<file path="config.mk">
export PLATFORM = sky130hd
export DESIGN_NAME = tfl_csr
export DESIGN_NICKNAME = d
export VERILOG_FILES = /design/src/rtl/core/tfl_pkg.sv /design/src/rtl/core/tfl_csr.sv
export SDC_FILE = /design/constraint.sdc
export NUM_CORES = 1
export LEC_CHECK = 0
export ABC_AREA = 1
export BUFFER_PORTS_ARGS = -buffer_cell sky130_fd_sc_hd__buf_4
export CAP_MARGIN = 15
export CORE_ASPECT_RATIO = 1.2
export CORE_UTILIZATION = 30
export CTS_BUF_LIST = sky130_fd_sc_hd__clkbuf_4 sky130_fd_sc_hd__clkbuf_8 sky130_fd_sc_hd__clkbuf_16
export DETAILED_ROUTE_END_ITERATION = 8
export GPL_ROUTABILITY_DRIVEN = 0
export GPL_TIMING_DRIVEN = 0
export PLACE_DENSITY_LB_ADDON = 0.3
export SYNTH_ARGS = -nofsm -noshare
export SYNTH_HDL_FRONTEND = slang
export SYNTH_SLANG_ARGS = --single-unit
</file>
<file path="constraint.sdc">
create_clock -name clock -period 0.8 [get_ports clock]
set_input_delay 0.16 -clock clock [delete_from_list [all_inputs] [get_ports clock]]
set_output_delay 0.16 -clock clock [all_outputs]
set_load 0.01 [all_outputs]
</file>
<file path="src/rtl/core/tfl_pkg.sv">
// Shared constants, types and helper functions for the background line fetch block.
package tfl_pkg;

   // Line geometry
   localparam int LINE_PIXELS = 160;
   localparam int GROUPS      = LINE_PIXELS / 8;
   localparam int GROUP_W     = 5;
   localparam int TOTAL_LINES = 154;
   localparam int VBLANK_LINE = 144;
   localparam int LINE_W      = 8;

   // Video store
   localparam int STORE_DEPTH = 8192;
   localparam int STORE_AW    = $clog2(STORE_DEPTH);
   localparam logic [STORE_AW-1:0] MAP_LOW_BASE  = STORE_AW'(16'h1800);
   localparam logic [STORE_AW-1:0] MAP_HIGH_BASE = STORE_AW'(16'h1C00);
   localparam logic [STORE_AW-1:0] SIGNED_BASE   = STORE_AW'(16'h1000);

   // Front/back queue
   localparam int QUEUE_DEPTH = 4;
   localparam int QUEUE_AW    = $clog2(QUEUE_DEPTH);

   // Register port
   localparam int CSR_AW = 4;
   localparam int CSR_DW = 32;
   localparam logic [1:0] CSR_SCROLL_Y    = 2'd0;
   localparam logic [1:0] CSR_MAP_SELECT  = 2'd1;
   localparam logic [1:0] CSR_DATA_SELECT = 2'd2;

   // Input commands
   localparam logic CMD_WRITE = 1'b0;
   localparam logic CMD_TICK  = 1'b1;

   typedef enum logic [1:0] {
      KIND_WRITE,
      KIND_VBLANK,
      KIND_LINE
   } item_kind_type;

   typedef enum logic [2:0] {
      ST_CLEAR,
      ST_IDLE,
      ST_LO,
      ST_HI,
      ST_PIX
   } back_state_type;

   typedef struct packed {
      logic [7:0] scroll_y;
      logic       map_select;
      logic       data_select;
   } cfg_type;

   typedef struct packed {
      item_kind_type       kind;
      logic [LINE_W-1:0]   line;
      logic [7:0]          y;
      logic                map_sel;
      logic                data_sel;
      logic [STORE_AW-1:0] addr;
      logic [7:0]          data;
   } queue_entry_type;

   // Tile map entry address for a scrolled line and a pixel group
   function automatic logic [STORE_AW-1:0] map_addr(input logic map_sel,
                                                    input logic [7:0] y,
                                                    input logic [GROUP_W-1:0] group);
      logic [STORE_AW-1:0] base;
      base = map_sel ? MAP_HIGH_BASE : MAP_LOW_BASE;
      return base + STORE_AW'({y[7:3], group});
   endfunction

   // Low-plane byte address of a tile row; tile is unsigned or signed around 0x1000
   function automatic logic [STORE_AW-1:0] tile_addr(input logic data_sel,
                                                     input logic [7:0] tile,
                                                     input logic [2:0] row);
      logic [STORE_AW-1:0] base;
      if (data_sel) begin
         base = STORE_AW'({tile, 4'b0000});
      end else begin
         base = SIGNED_BASE + STORE_AW'({{(STORE_AW-12){tile[7]}}, tile, 4'b0000});
      end
      return base + STORE_AW'({row, 1'b0});
   endfunction

   // Interleave the two bit planes, leftmost pixel in the top two bits
   function automatic logic [15:0] interleave(input logic [7:0] lo, input logic [7:0] hi);
      logic [15:0] pix;
      for (int k = 0; k < 8; k++) begin
         pix[2*k+1] = hi[k];
         pix[2*k]   = lo[k];
      end
      return pix;
   endfunction

endpackage

</file>
<file path="src/rtl/core/tfl_csr.sv">
// Configuration registers behind the APB-style port.
module tfl_csr (
   input  logic                       clock,
   input  logic                       reset,
   input  logic                       csr_psel,
   input  logic                       csr_penable,
   input  logic                       csr_pwrite,
   input  logic [tfl_pkg::CSR_AW-1:0] csr_paddr,
   input  logic [tfl_pkg::CSR_DW-1:0] csr_pwdata,
   output logic [tfl_pkg::CSR_DW-1:0] csr_prdata,
   output logic                       csr_pready,
   output tfl_pkg::cfg_type           cfg
);

   tfl_pkg::cfg_type cfg_ff, cfg_in;
   logic [1:0]       index;
   logic             wr_en;

   assign index      = csr_paddr[3:2];
   assign wr_en      = csr_psel && csr_penable && csr_pwrite;
   assign csr_pready = 1'b1;
   assign cfg        = cfg_ff;

   // Register writes; addresses past the list are ignored
   always_comb begin
      cfg_in = cfg_ff;
      if (wr_en) begin
         case (index)
            tfl_pkg::CSR_SCROLL_Y:    cfg_in.scroll_y    = csr_pwdata[7:0];
            tfl_pkg::CSR_MAP_SELECT:  cfg_in.map_select  = csr_pwdata[0];
            tfl_pkg::CSR_DATA_SELECT: cfg_in.data_select = csr_pwdata[0];
            default:                  cfg_in = cfg_ff;
         endcase
      end
   end

   always_ff @(posedge clock) begin
      if (reset) begin
         cfg_ff.scroll_y    <= 8'd0;
         cfg_ff.map_select  <= 1'b0;
         cfg_ff.data_select <= 1'b1;
      end else begin
         cfg_ff <= cfg_in;
      end
   end

   // Read mux
   always_comb begin
      case (index)
         tfl_pkg::CSR_SCROLL_Y:    csr_prdata = tfl_pkg::CSR_DW'(cfg_ff.scroll_y);
         tfl_pkg::CSR_MAP_SELECT:  csr_prdata = tfl_pkg::CSR_DW'(cfg_ff.map_select);
         tfl_pkg::CSR_DATA_SELECT: csr_prdata = tfl_pkg::CSR_DW'(cfg_ff.data_select);
         default:                  csr_prdata = '0;
      endcase
   end

endmodule

</file>
==> impl_metrics.env, run 1 <==
export IMPL_status="complete, but fails checks"
export IMPL_violations="negative setup slack"
export IMPL_ir_drop_uv=927
export IMPL_p_sw_share_pct=27.0
export IMPL_critPathLaunchType="register"
export IMPL_ys_top_cells_by_count="nor2_1 (26), buf_4 (25), inv_1 (16), nand2_1 (15), nand3_1 (13)"
export IMPL_drc=0
export IMPL_grt_setup_unrepaired="true"
export IMPL_worst_slack_ns=-0.237
export IMPL_std_cell_rows=19
export IMPL_cts_root_buf="clkbuf_4"
export IMPL_internal_power_mw=0.981
export IMPL_ys_seq_elements=10
export IMPL_hpwlAfterDp_um=1250
export IMPL_fin_skew_ns=0
export IMPL_clkLatencyLatePin_ns=0.27
export IMPL_synth_edff_count=0
export IMPL_dpl_worst_slack_ns=-0.275
export IMPL_synth_xor_area_share_pct=0
export IMPL_drv_cap=0
export IMPL_grt_antenna_before_repair=0
export IMPL_antenna_left=0
export IMPL_synth_cell_type_count=14
export IMPL_fmax_ghz=0.964
export IMPL_synth_area_top_cells="dfxtp_1 (27%), buf_4 (25%), nor2_1 (13%)"
export IMPL_hold_buffers=0
export IMPL_synth_mux_area_fraction_pct=0
export IMPL_p_comb_share_pct=27.6
export IMPL_postLayoutCoreUtil_pct=54.9
export IMPL_synth_most_common_cell="nor2_1"
export IMPL_path_class="register to primary output"
export IMPL_synth_area_leader_cell="dfxtp_1"
export IMPL_wl_met3_um=126
export IMPL_met1Wirelength_um=674
export IMPL_wl_per_cell_um=7.88
export IMPL_setup_violations=18
export IMPL_synth_area_sq_um=749
export IMPL_worstHoldStart="csr_pwdata[0]"
export IMPL_synthCells=116
export IMPL_die_width_um=47.6
export IMPL_core_area_sq_um=2330
export IMPL_startpoint="cfg[1]$_SDFFE_PP0P_"
export IMPL_via_per_inst=3.76
export IMPL_required_ns=0.64
export IMPL_critPathMaxFanout=3
export IMPL_synth_top_family_by_area="buffers and inverters"
export IMPL_yosysTopAreaCellShare_pct=26.7
export IMPL_dieArea_sq_um=2700
export IMPL_n_antenna_cell=0
export IMPL_synth_fa_ha_area_share_pct=0
export IMPL_grt_total_usage_pct=13.5
export IMPL_clkSlewWorstSetupHoldPaths_ns=0.07
export IMPL_drive_gt1_share_pct=49.5
export IMPL_share_seq_of_total_power_pct=38.7
export IMPL_synth_warning_count=0
export IMPL_globalRoute_totalOverflow=0
export IMPL_nets=224
export IMPL_period_needed_ns=1.04
export IMPL_cts_tree="done"
export IMPL_wl_met2_um=866
export IMPL_initial_utilization_pct=32.2
export IMPL_cts_inserted_buffers=3
export IMPL_finalMaxSlewViolations=0
export IMPL_pin_count=84
export IMPL_die_h_um=56.8
export IMPL_area_growth_pct=70.6
export IMPL_io_buffer_count=32
export IMPL_synth_simple_area_share_pct=35.1
export IMPL_drt_first_pass_iters=3
export IMPL_cts_buffer_depth=2
export IMPL_topRoutingLayerUsed="met4"
export IMPL_synth_compound_area_share_pct=1.17
export IMPL_routed_wl_um=1680
export IMPL_largest_reg_flops=10
export IMPL_hold_path_class="input port to register"
export IMPL_grt_max_degree=11
export IMPL_cts_sinks=10
export IMPL_grt_pass1_wl_um=2680
export IMPL_leakage_nw=0.727
export IMPL_async_flop_share_pct=0
export IMPL_grt_pass1_vias=698
export IMPL_worstSetupEndpointType="primary output"
export IMPL_ys_seq_area_share_pct=26.7
export IMPL_finalCritPeriodShare_pct=130
export IMPL_avgSynthCellArea_sq_um=6.46
export IMPL_dr_first_iter_drc_count=9
export IMPL_synth_top_flop_cell="dfxtp_1"
export IMPL_arrival_ns=0.88
export IMPL_fill_cells=240
export IMPL_num_vias=801
export IMPL_rr_startpoint="cfg[1]$_SDFFE_PP0P_"
export IMPL_p_sw_mw=0.363
export IMPL_powerDensity_nw_per_um2=1050
export IMPL_hold_violations=0
export IMPL_clock_power_share_pct=33.7
export IMPL_cts_htree_levels=1
[power by group through the flow]
stage | registers (mW) | logic [mW] | clock network, mW
final | 0.521 | 0.371 | 0.453
after global routing | 0.521 | 0.416 | 0.505
after floorplan | 0.533 | 0.234 | 0
after global placement | 0.528 | 0.336 | 0
after detailed placement | 0.529 | 0.340 | 0
after CTS | 0.520 | 0.356 | 0.462
[cell usage in the layout, fill, tap and decap left out]
cell type  instances
nand2_1           15
clkbuf_4           3
conb_1            25
buf_4             50
clkbuf_8           1
dfxtp_2           10
nor2_4             1
a21oi_2            1
buf_6             15
nor2_2             3
inv_2              4
clkinv_1           1
nor2_8             1
nand2_4            1
nand3_1           13
nor2_1            24
inv_1             14
[stage by stage]
stage	TNS [ns]	hold slack, ns	instances	instance area, sq um	power (mW)
after detailed placement	-2.16	0.437	202	1110	0.869
after CTS	-2.82	0.157	209	1230	1.34
after floorplan	0	0.314	139	836	0.767
after global placement	-1.91	0.416	202	1110	0.864
after global routing	-3.90	0.163	213	1280	1.44
final	-3.10	0.151	213	1280	1.34
[kinds of logic after synthesis]
kind of cell,Yosys count
and+or+nand+nor,58
DFF,10
buffers and inverters,45
AOI/OAI and AO/OA,1
other,2
[layer usage]
layer,GRT usage (%),vias to the layer above
li1,-,424
met1,14.6,340
met2,23.3,35
met3,5.14,2
met4,3.57,0
met5,0,-
[path summary, 6_finish.rpt]
| kind | end | slack (ns) | depth (start not counted) |
|---|---|---|---|
| setup / recovery | csr_prdata[0] | -0.24 | 3 |
| hold reg to reg | cfg[9]$_SDFFE_PP0P_ | 0.50 | 2 |
| hold / removal | cfg[0]$_SDFFE_PP1P_ | 0.15 | 3 |
| setup reg to reg | cfg[1]$_SDFFE_PP0P_ | 0.09 | 3 |
[layout make-up]
| cell class | instances | area (sq um) | share of cell area [%] |
|---|---|---|---|
| buffer | 26 | 199 | 15.6 |
| clock buffer | 4 | 36.3 | 2.84 |
| inverter | 19 | 71.3 | 5.58 |
| multi-input combinational | 84 | 375 | 29.4 |
| sequential | 10 | 213 | 16.6 |
| tap | 31 | 38.8 | 3.03 |
| timing repair buffer | 39 | 345 | 27.0 |
[worst max-delay path: stages, from the launching register on]
cell	delay, ns
dfxtp_2	0.33
nand2_1	0.06
nand3_1	0.07
buf_4	0.15
[what timing repair did]
action / CTS / global route
gates cloned: 0 / 0
pin swaps: 8 / 2
endpoints found under the setup margin: 18 / 18
buffers inserted: 3 / 4
resized for setup: 21 / 8
(Power assumes the default switching activity.)
==> run 2, diff against run 1 <==
--- a/config.mk
+++ b/config.mk
@@ -5,7 +5,6 @@
 export SDC_FILE = /design/constraint.sdc
 export NUM_CORES = 1
 export LEC_CHECK = 0
-export ABC_AREA = 1
 export BUFFER_PORTS_ARGS = -buffer_cell sky130_fd_sc_hd__buf_4
 export CAP_MARGIN = 15
 export CORE_ASPECT_RATIO = 1.2
==> run 2 against run 1 <==
The flow still finishes with violations (negative setup slack). Maximum frequency down 3.3%. Global-route usage down 1.9 points. First-iteration DRC count down 44%. Routed wire length down 9.4%. Synthesized cell count down 28%. Sequential power down 2%. Non-clock buffer count down 3. Utilization down 1.4 points. Clock skew unchanged.
==> impl_metrics.env, run 2 <==
export IMPL_grt_setup_unrepaired="true"
export IMPL_cts_buffer_depth=2
export IMPL_postLayoutCoreUtil_pct=53.5
export IMPL_synth_cell_type_count=13
export IMPL_critPathLaunchType="register"
export IMPL_worstSetupEndpointType="primary output"
export IMPL_worst_slack_ns=-0.273
export IMPL_die_h_um=56.0
export IMPL_globalRoute_totalOverflow=0
export IMPL_synth_area_top_cells="dfxtp_1 (27%), buf_4 (26%), mux2i_1 (15%)"
export IMPL_hold_buffers=0
export IMPL_status="complete, but fails checks"
export IMPL_cp_slowest_stage_delay_ns=0.32
export IMPL_met3_usage_pct=2.27
export IMPL_place_area_sq_um=1090
export IMPL_finalCritPeriodShare_pct=134
export IMPL_synth_top_flop_cell="dfxtp_1"
export IMPL_finalMaxSlewViolations=0
export IMPL_p_comb_share_pct=27.5
export IMPL_synth_area_leader_cell="dfxtp_1"
export IMPL_gr_usage_met1_pct=14.5
export IMPL_endpoint="csr_prdata[0]"
export IMPL_critPathMaxFanout=2
export IMPL_path_class="register to primary output"
export IMPL_drive_gt1_share_pct=54.9
export IMPL_powerDensity_nw_per_um2=938
export IMPL_rr_startpoint="cfg[0]$_SDFFE_PP1P_"
export IMPL_fin_cells=175
export IMPL_reg2reg_to="cfg[0]$_SDFFE_PP1P_"
export IMPL_cp_slowest_cell="dfxtp_2"
export IMPL_period_needed_ns=1.07
export IMPL_grt_pass1_vias=529
export IMPL_p_sw_share_pct=25.2
export IMPL_grt_total_usage_pct=11.5
export IMPL_ys_seq_elements=10
export IMPL_ys_top_cells_by_count="buf_4 (25), nand2b_1 (17), mux2i_1 (11), dfxtp_1 (10), and2_1 (7)"
export IMPL_violations="negative setup slack"
export IMPL_required_ns=0.64
export IMPL_pin_count=84
export IMPL_grt_pass1_wl_um=2280
export IMPL_clock_power_share_pct=27.8
export IMPL_drv_cap=0
export IMPL_gr_usage_met2_pct=19.6
export IMPL_hold_path_class="input port to register"
export IMPL_place_inst=168
export IMPL_dr_first_iter_drc_count=5
export IMPL_stdcell_area_sq_um=1220
export IMPL_internal_power_mw=0.856
export IMPL_clkSlewWorstSetupHoldPaths_ns=0.06
export IMPL_synth_edff_count=0
export IMPL_p_sw_mw=0.289
export IMPL_setup_violations=18
export IMPL_grt_max_degree=11
export IMPL_synth_warning_count=0
export IMPL_dieArea_sq_um=2630
export IMPL_share_seq_of_total_power_pct=44.6
export IMPL_via_per_inst=3.65
export IMPL_hold_violations=0
export IMPL_io_buffer_count=31
export IMPL_cts_root_buf="clkbuf_4"
export IMPL_initial_utilization_pct=31.9
export IMPL_die_width_um=47.0
export IMPL_core_area_sq_um=2280
export IMPL_grt_busiest_layer="met2"
export IMPL_nets=187
export IMPL_area_growth_pct=67.5
export IMPL_wl_per_cell_um=8.69
export IMPL_clkLatencyLatePin_ns=0.25
export IMPL_cts_inserted_buffers=3
export IMPL_yosysTopAreaCellShare_pct=27.5
export IMPL_leakage_nw=0.609
export IMPL_cts_sinks=10
export IMPL_largest_reg_flops=10
export IMPL_n_antenna_cell=0
export IMPL_num_vias=639
export IMPL_drt_first_pass_iters=3
export IMPL_rrSetupSlack_ns=0.01
export IMPL_final_cell_mix="buf_4 (48), conb_1 (25), nand2b_1 (17)"
export IMPL_arrival_ns=0.91
export IMPL_fill_cells=223
export IMPL_fin_skew_ns=0
export IMPL_rr_worst_depth=4
export IMPL_synth_most_common_cell="buf_4"
export IMPL_synthCells=83
export IMPL_routed_wl_um=1520
export IMPL_async_flop_share_pct=0
export IMPL_avgSynthCellArea_sq_um=8.77
export IMPL_path_cells="mux2i_1 > o21ai_1 > buf_4"
export IMPL_antenna_left=0
export IMPL_fmax_ghz=0.932
export IMPL_cts_htree_levels=1
export IMPL_drc=0
export IMPL_grt_antenna_before_repair=0
export IMPL_cts_tree="done"
export IMPL_std_cell_rows=19
export IMPL_ys_seq_area_share_pct=27.5
export IMPL_ir_drop_uv=729
export IMPL_synth_area_sq_um=728
export IMPL_startpoint="cfg[0]$_SDFFE_PP1P_"
export IMPL_final_common_cell="buf_4"
## run 2: changes by cell type after synthesis, moves of 2 or more
| cell | change |
|---|---|
| nand2_1 | -15 |
| and2_1 | +7 |
| nand3_1 | -13 |
| mux2i_1 | +11 |
| nor3b_1 | +2 |
| nor2_2 | -2 |
| inv_2 | -2 |
| clkbuf_1 | +2 |
| nor2_1 | -23 |
| inv_1 | -16 |
| nand2b_1 | +17 |
## run 2: worst max-delay path: cells and delay by family (launching register included)
kind,cells,cell delay (ns)
flops,1,0.32
mux,1,0.13
compound gates,1,0.07
buf+inv,1,0.14
## run 2: worst min-delay path by stage
| stage | startpoint | to | slack (ns) | cells after the start |
|---|---|---|---|---|
| after floorplan | csr_pwdata[1] | cfg[3]$_SDFFE_PP0P_ | 0.32 | 2 |
| after global placement | csr_pwdata[2] | cfg[4]$_SDFFE_PP0P_ | 0.43 | 3 |
| after detailed placement | csr_pwdata[0] | cfg[0]$_SDFFE_PP1P_ | 0.44 | 3 |
| after CTS | csr_pwdata[6] | cfg[8]$_SDFFE_PP0P_ | 0.16 | 3 |
| after global routing | csr_pwdata[6] | cfg[8]$_SDFFE_PP0P_ | 0.16 | 3 |
| final | csr_pwdata[6] | cfg[8]$_SDFFE_PP0P_ | 0.17 | 3 |
## run 2: layer usage
| metal | share of wire [%] | vias to the layer above |
|---|---|---|
| li1 | - | 336 |
| met1 | 39 | 262 |
| met2 | 49 | 41 |
| met3 | 12 | 0 |
| met4 | 0 | 0 |
| met5 | 0 | - |
## run 2: final cells by class
| cell class | count | area, sq um | share of cell area, % |
|---|---|---|---|
| multi-input combinational | 69 | 432 | 35.4 |
| timing repair buffer | 35 | 317 | 25.9 |
| sequential | 10 | 213 | 17.4 |
| buffer | 27 | 198 | 16.2 |
| tap | 31 | 38.8 | 3.18 |
| clock buffer | 3 | 22.5 | 1.85 |
## run 2: kinds of logic (layout without fill, tap and decap cells)
kind of cell           Yosys count  after routing  synth area share [%]
AOI/OAI and AO/OA                1              1                 0.687
buffers and inverters           27             65                  26.8
DFF                             10             10                  27.5
muxes                           11             11                  15.1
other                            2             25                  1.03
and+or+nand+nor                 32             32                  28.9
## run 2: power groups by stage
stage | Sequential (mW) | Combinational (mW) | Clock (mW)
2_1_floorplan | 0.523 | 0.203 | 0
3_3_place_gp | 0.520 | 0.295 | 0
3_5_place_dp | 0.520 | 0.297 | 0
4_1_cts | 0.510 | 0.309 | 0.335
5_1_grt | 0.511 | 0.349 | 0.367
6_report | 0.511 | 0.315 | 0.319
## run 2: through the flow
step	TNS, ns	power, mW	hold WS, ns	setup WS (ns)
6_report	-2.62	1.14	0.167	-0.273
2_1_floorplan	-0.486	0.725	0.315	-0.0581
5_1_grt	-3.50	1.23	0.160	-0.344
3_3_place_gp	-5.21	0.815	0.429	-0.359
4_1_cts	-2.73	1.15	0.163	-0.280
3_5_place_dp	-5.50	0.817	0.437	-0.375
## run 2: timing repair
| item | 4_1_cts | 5_1_grt |
|---|---|---|
| buffers inserted | 3 | 1 |
| hold endpoints to repair | 0 | 0 |
| pin swaps | 0 | 1 |
| resized for setup | 21 | 4 |
| cloned | 0 | 0 |
| endpoints found under the setup margin | 26 | 26 |
