[config.mk]
export PLATFORM = sky130hd
export DESIGN_NAME = tfl_queue
export DESIGN_NICKNAME = d
export VERILOG_FILES = /design/src/rtl/core/tfl_pkg.sv /design/src/rtl/core/tfl_queue.sv
export SDC_FILE = /design/constraint.sdc
export NUM_CORES = 1
export LEC_CHECK = 0
export BUFFER_PORTS_ARGS = -buffer_cell sky130_fd_sc_hd__buf_4
export CORE_MARGIN = 8
export CORE_UTILIZATION = 51
export DETAILED_ROUTE_END_ITERATION = 12
export PLACE_DENSITY_LB_ADDON = 0.2
export RECOVER_POWER = 50
export SETUP_SLACK_MARGIN = 0.3
export SLEW_MARGIN = 5
export SYNTH_ARGS = -nofsm -noshare
export SYNTH_HDL_FRONTEND = slang
export SYNTH_SLANG_ARGS = --single-unit
export TNS_END_PERCENT = 30
[constraint.sdc]
create_clock -name clock -period 2.6 [get_ports clock]
set_clock_uncertainty 0.2 [all_clocks]
set_input_delay 0.39 -clock clock [delete_from_list [all_inputs] [get_ports clock]]
set_output_delay 0.39 -clock clock [all_outputs]
set_load 0.05 [all_outputs]
[src/rtl/core/tfl_pkg.sv]
// Shared constants, types and helper functions for the background line fetch block.
package tfl_pkg;

   // Line geometry
   localparam int LINE_PIXELS = 160;
   localparam int GROUPS      = LINE_PIXELS / 8;
   localparam int GROUP_W     = 5;
   localparam int TOTAL_LINES = 154;
   localparam int VBLANK_LINE = 144;
   localparam int LINE_W      = 8;

   // Video store
   localparam int STORE_DEPTH = 8192;
   localparam int STORE_AW    = $clog2(STORE_DEPTH);
   localparam logic [STORE_AW-1:0] MAP_LOW_BASE  = STORE_AW'(16'h1800);
   localparam logic [STORE_AW-1:0] MAP_HIGH_BASE = STORE_AW'(16'h1C00);
   localparam logic [STORE_AW-1:0] SIGNED_BASE   = STORE_AW'(16'h1000);

   // Front/back queue
   localparam int QUEUE_DEPTH = 4;
   localparam int QUEUE_AW    = $clog2(QUEUE_DEPTH);

   // Register port
   localparam int CSR_AW = 4;
   localparam int CSR_DW = 32;
   localparam logic [1:0] CSR_SCROLL_Y    = 2'd0;
   localparam logic [1:0] CSR_MAP_SELECT  = 2'd1;
   localparam logic [1:0] CSR_DATA_SELECT = 2'd2;

   // Input commands
   localparam logic CMD_WRITE = 1'b0;
   localparam logic CMD_TICK  = 1'b1;

   typedef enum logic [1:0] {
      KIND_WRITE,
      KIND_VBLANK,
      KIND_LINE
   } item_kind_type;

   typedef enum logic [2:0] {
      ST_CLEAR,
      ST_IDLE,
      ST_LO,
      ST_HI,
      ST_PIX
   } back_state_type;

   typedef struct packed {
      logic [7:0] scroll_y;
      logic       map_select;
      logic       data_select;
   } cfg_type;

   typedef struct packed {
      item_kind_type       kind;
      logic [LINE_W-1:0]   line;
      logic [7:0]          y;
      logic                map_sel;
      logic                data_sel;
      logic [STORE_AW-1:0] addr;
      logic [7:0]          data;
   } queue_entry_type;

   // Tile map entry address for a scrolled line and a pixel group
   function automatic logic [STORE_AW-1:0] map_addr(input logic map_sel,
                                                    input logic [7:0] y,
                                                    input logic [GROUP_W-1:0] group);
      logic [STORE_AW-1:0] base;
      base = map_sel ? MAP_HIGH_BASE : MAP_LOW_BASE;
      return base + STORE_AW'({y[7:3], group});
   endfunction

   // Low-plane byte address of a tile row; tile is unsigned or signed around 0x1000
   function automatic logic [STORE_AW-1:0] tile_addr(input logic data_sel,
                                                     input logic [7:0] tile,
                                                     input logic [2:0] row);
      logic [STORE_AW-1:0] base;
      if (data_sel) begin
         base = STORE_AW'({tile, 4'b0000});
      end else begin
         base = SIGNED_BASE + STORE_AW'({{(STORE_AW-12){tile[7]}}, tile, 4'b0000});
      end
      return base + STORE_AW'({row, 1'b0});
   endfunction

   // Interleave the two bit planes, leftmost pixel in the top two bits
   function automatic logic [15:0] interleave(input logic [7:0] lo, input logic [7:0] hi);
      logic [15:0] pix;
      for (int k = 0; k < 8; k++) begin
         pix[2*k+1] = hi[k];
         pix[2*k]   = lo[k];
      end
      return pix;
   endfunction

endpackage

[src/rtl/core/tfl_queue.sv]
// Short FIFO between the front end and the fetch engine.
module tfl_queue (
   input  logic                      clock,
   input  logic                      reset,
   input  logic                      push,
   input  tfl_pkg::queue_entry_type  push_entry,
   output logic                      full,
   input  logic                      pop,
   output tfl_pkg::queue_entry_type  head,
   output logic                      head_valid
);

   tfl_pkg::queue_entry_type        entries_ff [tfl_pkg::QUEUE_DEPTH];
   logic [tfl_pkg::QUEUE_AW-1:0]    wr_ptr_ff, wr_ptr_in, rd_ptr_ff, rd_ptr_in;
   logic [tfl_pkg::QUEUE_AW:0]      count_ff, count_in;
   logic                            do_push, do_pop;

   assign full       = (count_ff == (tfl_pkg::QUEUE_AW+1)'(tfl_pkg::QUEUE_DEPTH));
   assign head_valid = (count_ff != '0);
   assign head       = entries_ff[rd_ptr_ff];
   assign do_push    = push && !full;
   assign do_pop     = pop && head_valid;

   // Pointer and fill count update
   always_comb begin
      wr_ptr_in = do_push ? wr_ptr_ff + 1'b1 : wr_ptr_ff;
      rd_ptr_in = do_pop ? rd_ptr_ff + 1'b1 : rd_ptr_ff;
      count_in  = count_ff;
      if (do_push && !do_pop) begin
         count_in = count_ff + 1'b1;
      end else if (do_pop && !do_push) begin
         count_in = count_ff - 1'b1;
      end
   end

   always_ff @(posedge clock) begin
      if (reset) begin
         wr_ptr_ff <= '0;
         rd_ptr_ff <= '0;
         count_ff  <= '0;
      end else begin
         wr_ptr_ff <= wr_ptr_in;
         rd_ptr_ff <= rd_ptr_in;
         count_ff  <= count_in;
      end
   end

   // Entry storage
   always_ff @(posedge clock) begin
      if (do_push) begin
         entries_ff[wr_ptr_ff] <= push_entry;
      end
   end

endmodule

==> metrics.cfg, run 1 <==
[run_status]
status=completed

[sta]
slew_viol_final=0
rsz0062_at_grt=true
hold_violations=0
fin_hold_ws_ns=0.188
timing.fmax_ghz=0.419
worst_slack_ns=0.212
fin_crit_ns=2.39
worst_slew_pin_slew_ns=0.691
max_slew_margin_pct=54.0
setup_tns_ns=0
setup_viol=0
period_share_pct=91.8

[final_layout]
nNetsFinal=467
layout_common_cells=edfxtp_1 (164), clkbuf_1 (45), dlygate4sd3_1 (42)
final_util_pct=67.0
area.growth.synth_to_final_pct=29.7
layout-drive-gt1-share_pct=31.0
layout_commonest_cell=edfxtp_1
nFillCells=858
final_cell_area_um2=8350
diodes=0

[routing]
drt_first_pass_iters=4
drt_iter0_drc=243
drcViolationCount=0
wl_per_cell_um=19.3
final_antenna_net_count=0
routed_wl_mm=11.6
vias=3068
viasPerCell=5.10

[cts]
htreeDepth=4
cts.sinks=173
clk_pin_slew_ns=0.06
clockBufferDepth=2
cts_tree=done
cts_root_buf=clkbuf_16
cts_buffers=17
clk_latency_ns=0.41

[floorplanning]
fp.dieW_um=128
die_h_um=128
pin_count=88
coreArea_um2=12500
dieArea_um2=16500
row_count=41
initial_core_util_pct=51.6

[job]
maxCapViolCount=0

[global_routing]
grt_max_degree=42
grt_pass1_wl_mm=18.1
grtUsageMet3_pct=4.68
grtUsageMet2_pct=24.8
met1_usage_pct=17.9
overflow=0
antenna_found_initial=0
grt_pass1_vias=3392
grt.total_usage_pct=15.0
gr-max-usage-layer=met2

[critical_path]
arrival_ns=1.80
startpoint_type=register
r2r_end=count_ff[2]
rrSetupSlack_ns=0.29
path_class=register to output pin
r2r_start=count_ff[0]
crit_fanout=8
worst_r2r_path_depth=7
critPathRequiredTime_ns=2.01
cp-end-kind=output pin

[logic_synthesis]
syn_area_per_cell_um2=24.5
ys_ff_latch=173
synth_area_um2=6440
yosysUniqueCellTypes=23
syn-instance-count=263
synth_warnings=0
yosysSeqAreaShare_pct=79.3
synth_nets=314

[placement]
place_ws_ns=0.351
post_dp_cell_area_um2=7360
dp_hpwl_mm=6.75
io_buffers=87
gp_congestion=0.713

[power_and_ir_drop]
vdd_drop_max_mv=0.513
p_leak_nw=2.80
p_per_area_nw_per_um2=1100

[min_path]
hold_class=input pin to register
min-delay-start=push
hold_end=wr_ptr_ff[0]
hold_depth=4

-- worst max-delay path, stage by stage, from the launching register on --
cell     delay [ns]
dfxtp_4        0.40
buf_12         0.12
buf_12         0.14
mux4_2         0.54
buf_8          0.17
-- worst max path at each step --
| stage | endpoint | slack (ns) | depth (start not counted) |
|---|---|---|---|
| after floorplan | entries_ff[3][0] | 0.07 | 3 |
| after global placement | count_ff[2] | 0.41 | 7 |
| after detailed placement | count_ff[2] | 0.35 | 7 |
| after CTS | head[39] | 0.17 | 4 |
| after global routing | entries_ff[0][24] | 0.12 | 5 |
| final | head[39] | 0.21 | 4 |
-- routing by layer --
metal	part of all wire [%]	wire length, µm	vias to the layer above
met5	0	0	-
met4	1.5	175	0
met3	5.1	595	13
met2	51	5930	75
met1	42	4870	1574
li1	-	-	1406
-- power breakdown --
part | switching, mW | internal, mW | total, mW
clock network | 0.961 | 1.60 | 2.56
logic | 1.89 | 1.26 | 3.15
registers | 0.113 | 3.36 | 3.47
total | 2.96 | 6.22 | 9.18
-- through the flow --
| stage | instances | total power, mW |
|---|---|---|
| final | 601 | 9.18 |
| after global routing | 601 | 9.52 |
| after CTS | 600 | 9.32 |
| after detailed placement | 520 | 6.49 |
| after global placement | 520 | 6.46 |
| after floorplan | 263 | 5.70 |
-- cells in the mapped netlist --
cell type  number  area share (%)
ha_1            5            0.97
buf_2           4            0.31
and2_1          4            0.39
inv_1           4            0.23
o31ai_2         1            0.19
o311ai_0        1            0.14
nand2b_1        2            0.19
fa_1            1            0.31
a21oi_1         2            0.16
mux2i_1         2            0.31
or3_1           3            0.29
mux4_2         40              14
nor2_1          6            0.35
edfxtp_1      164              77
xor2_1          4            0.54
buf_6           1            0.17
o21ai_0         2            0.16
dfxtp_1         9             2.8
nor3b_2         1            0.19
buf_12          4             1.2
clkbuf_1        1           0.058
buf_1           1           0.058
mux4_1          1            0.41
-- cells by family (layout without fill, tap and decap cells) --
kind of cell | count (synthesis) | count (layout) | share of synthesized area, %
AO/OA/AOI/OAI | 6 | 6 | 0.642
XOR/XNOR | 4 | 4 | 0.544
adder cells (fa/ha/maj) | 6 | 6 | 1.28
buffers and inverters | 15 | 181 | 2.08
flip-flops | 173 | 173 | 79.3
multiplexers | 43 | 43 | 14.7
AND/OR/NAND/NOR | 16 | 16 | 1.42
-- registers in the layout (all words and copies together) (netlist names), named ones only --
register    flops
count_ff        3
wr_ptr_ff       2
rd_ptr_ff       2
entries_ff    164
-- repair_timing --
item	in CTS	in global routing
endpoints found under the hold margin	170	0
gates cloned	1	0
setup endpoints to repair	41	42
resized for setup	15	4
buffers inserted	5	1
hold buffers	42	0
-- cell type report --
type	instances	area [µm²]	share of cell area (%)
Multi-Input combinational cell	75	1190	14.3
Inverter	4	15.0	0.180
Tap cell	172	215	2.58
Timing Repair Buffer	145	1210	14.5
Sequential cell	173	5110	61.2
Clock inverter	12	170	2.04
Clock buffer	20	437	5.23
Note: power is estimated with default switching activity, not from simulation.
==> inputs of run 2 (changes only) <==
PLACE_DENSITY = 0.82   (was unset)
PLACE_DENSITY_LB_ADDON = unset   (was 0.2)
==> run 2 against run 1 <==
Clock-buffer cell count decreased by 2. Utilization rose by 0.57 points. Non-clock buffer count grew 10. Critical path depth did not move. Sequential power about the same. Clock power fell by 7.8%. Global-route usage up 0.11 points. Critical endpoint is now head[33].
==> metrics.cfg, run 2 (synthesis results as in run 1) <==
[placement]
io_buffers=87  ; unchanged
placed_cells=526  ; +1.2%
dp_hpwl_mm=7.32  ; +8.4%
gp_congestion=0.713  ; about the same

[sta]
rsz0062_at_grt=true
setup_tns_ns=0  ; unchanged
fin_crit_ns=2.37  ; -0.0156 ns
max_slew_margin_pct=68.1  ; +14 points
setup_viol=0  ; unchanged
slew_viol_final=0  ; unchanged
timing.fmax_ghz=0.422  ; +0.66%
fin_hold_ws_ns=0.164  ; -0.0238 ns
hold_violations=0  ; unchanged
worst_slew_pin_slew_ns=0.473  ; -0.218 ns
period_share_pct=91.2  ; -0.60 points

[critical_path]
r2r_end=count_ff[2]
path_class=register to output pin
cp-end-kind=output pin
worst_path_largest_cell_delay_ns=0.53  ; about the same
critPathRequiredTime_ns=2.01  ; about the same
rrSetupSlack_ns=0.23  ; -0.06 ns
worst_r2r_path_depth=7  ; unchanged
r2r_start=count_ff[0]
crit_fanout=5  ; -3
crit_chain=buf_6, clkbuf_16, mux4_2, buf_6
startpoint_type=register
cpMaxStageDelayCell=mux4_2
crit_top_cell=buf_6
arrival_ns=1.78  ; -0.02 ns

[power_and_ir_drop]
vdd_drop_max_mv=0.648  ; +26%
pwr-share-comb_pct=36.7  ; +2.4 points
p_per_area_nw_per_um2=1090  ; -0.82%
p_leak_nw=2.85  ; +1.7%
clkPwrFrac_pct=25.7  ; -2.2 points
swShare_pct=32.8  ; +0.57 points
internal_power_mw=6.17  ; -0.81%
p_switching_mw=3.02  ; +1.8%
p_seq_share_pct=37.6  ; -0.2 points

[cts]
cts_root_buf=clkbuf_16
clk_pin_slew_ns=0.06  ; about the same
cts.sinks=173  ; unchanged
cts_buffers=17  ; unchanged
clk_latency_ns=0.42  ; about the same
clockBufferDepth=2  ; unchanged
htreeDepth=4  ; unchanged
cts_tree=done

[global_routing]
overflow=0  ; unchanged
grt_pass1_wl_mm=18.5  ; +2.1%
grt_pass1_vias=3533  ; +4.2%
antenna_found_initial=1  ; +1
grt_max_degree=29  ; -31%
grt.total_usage_pct=15.1  ; +0.11 points

[floorplanning]
initial_core_util_pct=51.6  ; unchanged
row_count=41  ; unchanged
pin_count=88  ; unchanged
coreArea_um2=12500  ; unchanged
dieArea_um2=16500  ; unchanged
fp.dieW_um=128  ; unchanged
die_h_um=128  ; unchanged

[final_layout]
regMostFlops=entries_ff
layout_commonest_cell=edfxtp_1
largest_register_ffs=164  ; unchanged
nFillCells=854  ; -0.47%
reg_top3=entries_ff: 164 flops, count_ff: 3 flops
layout_common_cells=edfxtp_1 (164), clkbuf_1 (43), dlygate4sd3_1 (42)
layout-drive-gt1-share_pct=32.8  ; +1.8 points
area.growth.synth_to_final_pct=30.8
nNetsFinal=477  ; +2.1%
final_cells=612  ; +1.8%

[job]
maxCapViolCount=0  ; unchanged

[routing]
vias=3160  ; +3.0%
drt_iter0_drc=190  ; -22%
routed_wl_mm=12.0  ; +3.7%
drt_first_pass_iters=4  ; unchanged
final_antenna_net_count=0  ; unchanged
wl_per_cell_um=19.6  ; +1.8%
viasPerCell=5.16  ; +1.1%
drcViolationCount=0  ; unchanged

[min_path]
min-delay-start=push
hold_end=wr_ptr_ff[0]
hold_class=input pin to register
hold_depth=4  ; unchanged

[run_status]
status=completed

run 2: cell count changes in the layout (fill, tap and decap cells not counted), sizes merged:
cell,change
buf,+7
bufinv,-2
clkbuf,+1
clkinv,+2
clkinvlp,+2
diode,+1
run 2: metal layers:
layer	part of all wire, %	global-route usage, %	vias to the layer above
met5	0	0	-
met4	1.5	6.71	0
met3	5.7	4.51	12
met2	51	25.5	97
met1	41	17.7	1622
li1	-	-	1429
run 2: final cells by class:
cell class	instances	area (µm²)	area share [%]
Inverter	4	15.0	0.178
Clock inverter	14	128	1.52
Tap cell	172	215	2.56
Antenna cell	1	2.50	0.0297
Sequential cell	173	5110	60.7
Multi-Input combinational cell	75	1190	14.1
Timing Repair Buffer	155	1330	15.8
Clock buffer	18	429	5.10
run 2: what timing repair did:
item,4_1_cts,5_1_grt
pin swaps,0,0
hold buffers,42,0
buffers inserted,5,4
resized for setup,0,44
gates cloned,0,2
endpoints found under the hold margin,171,0
endpoints found under the setup margin,42,42
run 2: power by group through the flow:
stage / Sequential, mW / Clock, mW / Combinational, mW
2_1_floorplan: 3.48 / 0 / 2.22
3_3_place_gp: 3.56 / 0 / 2.88
3_5_place_dp: 3.58 / 0 / 2.91
4_1_cts: 3.49 / 2.40 / 3.06
5_1_grt: 3.48 / 2.49 / 3.54
6_report: 3.46 / 2.36 / 3.37
run 2: worst max-delay path by stage:
| stage | from | endpoint | cells past startpoint |
|---|---|---|---|
| final | register | head[33] | 4 |
| after global routing | count_ff[0] | count_ff[2] | 7 |
| after CTS | register | head[30] | 3 |
| after detailed placement | count_ff[1] | count_ff[2] | 7 |
| after global placement | count_ff[1] | count_ff[2] | 7 |
| after floorplan | count_ff[0] | entries_ff[3][0] | 3 |
run 2: metrics by stage:
stage | utilization (%) | cell area [µm²] | total power, mW | worst slack (ns)
final | 67.5 | 8420 | 9.18 | 0.228
after global routing | 67.5 | 8420 | 9.51 | 0.131
after CTS | 67.1 | 8370 | 8.95 | 0.157
after detailed placement | 59.0 | 7350 | 6.49 | 0.289
after global placement | 59.0 | 7350 | 6.44 | 0.422
after floorplan | - | 6450 | 5.70 | 0.0673
run 2: critical path: cells and delay by family (launching register included):
family	cells	cell delay (ns)
flops	1	0.37
mux	1	0.53
buf+inv	3	0.46
==> inputs of run 3 (changes only) <==
CORE_UTILIZATION = 57   (was 51)
PLACE_DENSITY = 0.86   (was 0.82)
clock period = 2.5 ns   (was 2.6 ns; I/O delays follow)
==> run 3 against run 2 <==
Sequential cell count is the same. Hold slack got worse by 0.0014 ns. Via count rose by 0.73%. Combinational power rose by 4%. Wire length increased by 4.1%. Highest routed layer unchanged. Register-to-register slack about the same. Global-route usage is 1.6 points higher. Critical path type unchanged. Largest power group unchanged.
==> metrics.cfg, run 3 (synthesis results as in run 1) <==
[placement]
placed_cells=496  ; -5.7%
io_buffers=87  ; unchanged
place_ws_ns=0.186  ; -0.103 ns
dp_hpwl_mm=7.23  ; -1.3%
gp_congestion=0.692  ; -3.0%
post_dp_cell_area_um2=7280  ; -0.94%

[routing]
drt_iter0_drc=222  ; +17%
viasPerCell=5.48  ; +6.1%
routed_wl_mm=12.5  ; +4.1%
wl_per_cell_um=21.5  ; +9.7%
drt_first_pass_iters=4  ; unchanged
final_antenna_net_count=0  ; unchanged
vias=3183  ; +0.73%
drcViolationCount=0  ; unchanged

[sta]
worst_slew_pin_slew_ns=0.506  ; +0.0334 ns
fin_hold_ws_ns=0.163  ; -0.00142 ns
slew_viol_final=0  ; unchanged
worst_slack_ns=0.145  ; -0.0833 ns
setup_tns_ns=0  ; unchanged
period_share_pct=94.2
setup_viol=0  ; unchanged
fin_crit_ns=2.36
hold_violations=0  ; unchanged
rsz0062_at_grt=true
max_slew_margin_pct=66.2  ; -1.8 points
timing.fmax_ghz=0.425

[cts]
clockBufferDepth=2  ; unchanged
cts.sinks=173  ; unchanged
clk_pin_slew_ns=0.06  ; about the same
cts_root_buf=clkbuf_16
cts_tree=done
cts_buffers=17  ; unchanged
htreeDepth=4  ; unchanged
clk_latency_ns=0.41  ; about the same

[power_and_ir_drop]
p_seq_share_pct=37.2  ; -0.4 points
clkPwrFrac_pct=26.6  ; +0.9 points
pwr-share-comb_pct=36.2  ; -0.5 points
p_per_area_nw_per_um2=1150  ; +5.7%
vdd_drop_max_mv=0.696  ; +7.6%
swShare_pct=32.6  ; -0.20 points
p_leak_nw=2.84  ; about the same
internal_power_mw=6.52  ; +5.7%
p_switching_mw=3.16  ; +4.8%

[final_layout]
layout_common_cells=edfxtp_1 (164), clkbuf_1 (45), dlygate4sd3_1 (42)
area.growth.synth_to_final_pct=30.4
regMostFlops=entries_ff
diodes=0  ; -1
nFillCells=660  ; -23%
largest_register_ffs=164  ; unchanged
layout_commonest_cell=edfxtp_1
final_cells=581  ; -5.1%
nNetsFinal=476  ; -0.21%
reg_top3=entries_ff: 164 flops, count_ff: 3 flops
layout-drive-gt1-share_pct=33.8  ; +0.99 points
final_cell_area_um2=8400  ; -0.30%

[global_routing]
grt_pass1_wl_mm=18.3  ; -1.1%
overflow=0  ; unchanged
grt_pass1_vias=3404  ; -3.7%
grt.total_usage_pct=16.7  ; +1.6 points
grt_max_degree=24  ; -17%
antenna_found_initial=0  ; -1

[run_status]
status=completed

[critical_path]
startpoint_type=register
path_class=register to output pin
rrSetupSlack_ns=0.23  ; about the same
arrival_ns=1.78  ; about the same
crit_fanout=5  ; unchanged
cp-end-kind=output pin
r2r_start=count_ff[0]
r2r_end=count_ff[2]
worst_r2r_path_depth=7  ; unchanged
critPathRequiredTime_ns=1.92  ; -0.09 ns

[floorplanning]
row_count=39  ; -4.9%
fp.dieW_um=122  ; -4.7%
dieArea_um2=14900  ; -9.3%
initial_core_util_pct=57.3  ; +5.7 points
die_h_um=122  ; -4.7%
coreArea_um2=11200  ; -10%
pin_count=88  ; unchanged

[min_path]
min-delay-start=push
hold_end=wr_ptr_ff[0]
hold_class=input pin to register
hold_depth=4  ; unchanged

[job]
maxCapViolCount=0  ; unchanged

[run 3: cell types whose count changed in the layout (fill, tap and decap cells not counted), moves of 2 or more]
cell	before	now
buf_6	37	28
clkinv_2	5	1
clkbuf_1	43	45
buf_4	25	30
clkinv_4	1	3
[run 3: critical path, cell delays in order, from the launching register on]
cell and delay, ns:
dfxtp_4 0.37, buf_12 0.14, clkbuf_16 0.16, mux4_2 0.53, buf_6 0.18
[run 3: per-layer routing]
| metal | vias up | track usage, % | share of wire, % |
|---|---|---|---|
| met4 | 0 | 7.16 | 1.6 |
| met5 | - | 0 | 0 |
| li1 | 1426 | - | - |
| met1 | 1643 | 19.8 | 39 |
| met3 | 16 | 4.46 | 5.3 |
| met2 | 98 | 28.5 | 54 |
[run 3: metrics by stage]
stage	power (mW)	utilization (%)
after floorplan	5.93	-
after global placement	6.65	64.9
after detailed placement	6.71	64.9
after CTS	9.37	74.0
after global routing	10.0	74.8
final	9.68	74.8
[run 3: how the worst max path moves through the flow]
stage	depth (start not counted)	slack [ns]	to
after global placement	7	0.32	count_ff[2]
after floorplan	3	-0.03	entries_ff[3][0]
after CTS	3	0.11	head[14]
final	4	0.14	head[31]
after global routing	4	0.10	head[11]
after detailed placement	7	0.19	count_ff[2]
[run 3: cell type report]
| cell class | instances | area [µm²] | area share [%] |
|---|---|---|---|
| multi-input combinational | 75 | 1200 | 14.2 |
| inverter | 4 | 15.0 | 0.179 |
| clock inverter | 11 | 144 | 1.71 |
| timing repair buffer | 154 | 1310 | 15.6 |
| tap | 143 | 179 | 2.13 |
| clock buffer | 21 | 440 | 5.25 |
| sequential | 173 | 5110 | 60.9 |
[run 3: power groups by stage]
stage | clock network [mW] | registers (mW) | logic (mW)
final | 2.57 | 3.60 | 3.51
after global routing | 2.72 | 3.62 | 3.67
after CTS | 2.62 | 3.61 | 3.14
after detailed placement | 0 | 3.70 | 3.01
after global placement | 0 | 3.68 | 2.97
after floorplan | 0 | 3.62 | 2.31
[run 3: timing repair]
| action | CTS | global route |
|---|---|---|
| hold endpoints to repair | 172 | 0 |
| setup buffers | 3 | 5 |
| pin swaps | 0 | 3 |
| gates cloned | 0 | 3 |
| resized for setup | 0 | 49 |
| hold buffers | 42 | 0 |
| endpoints found under the setup margin | 42 | 42 |
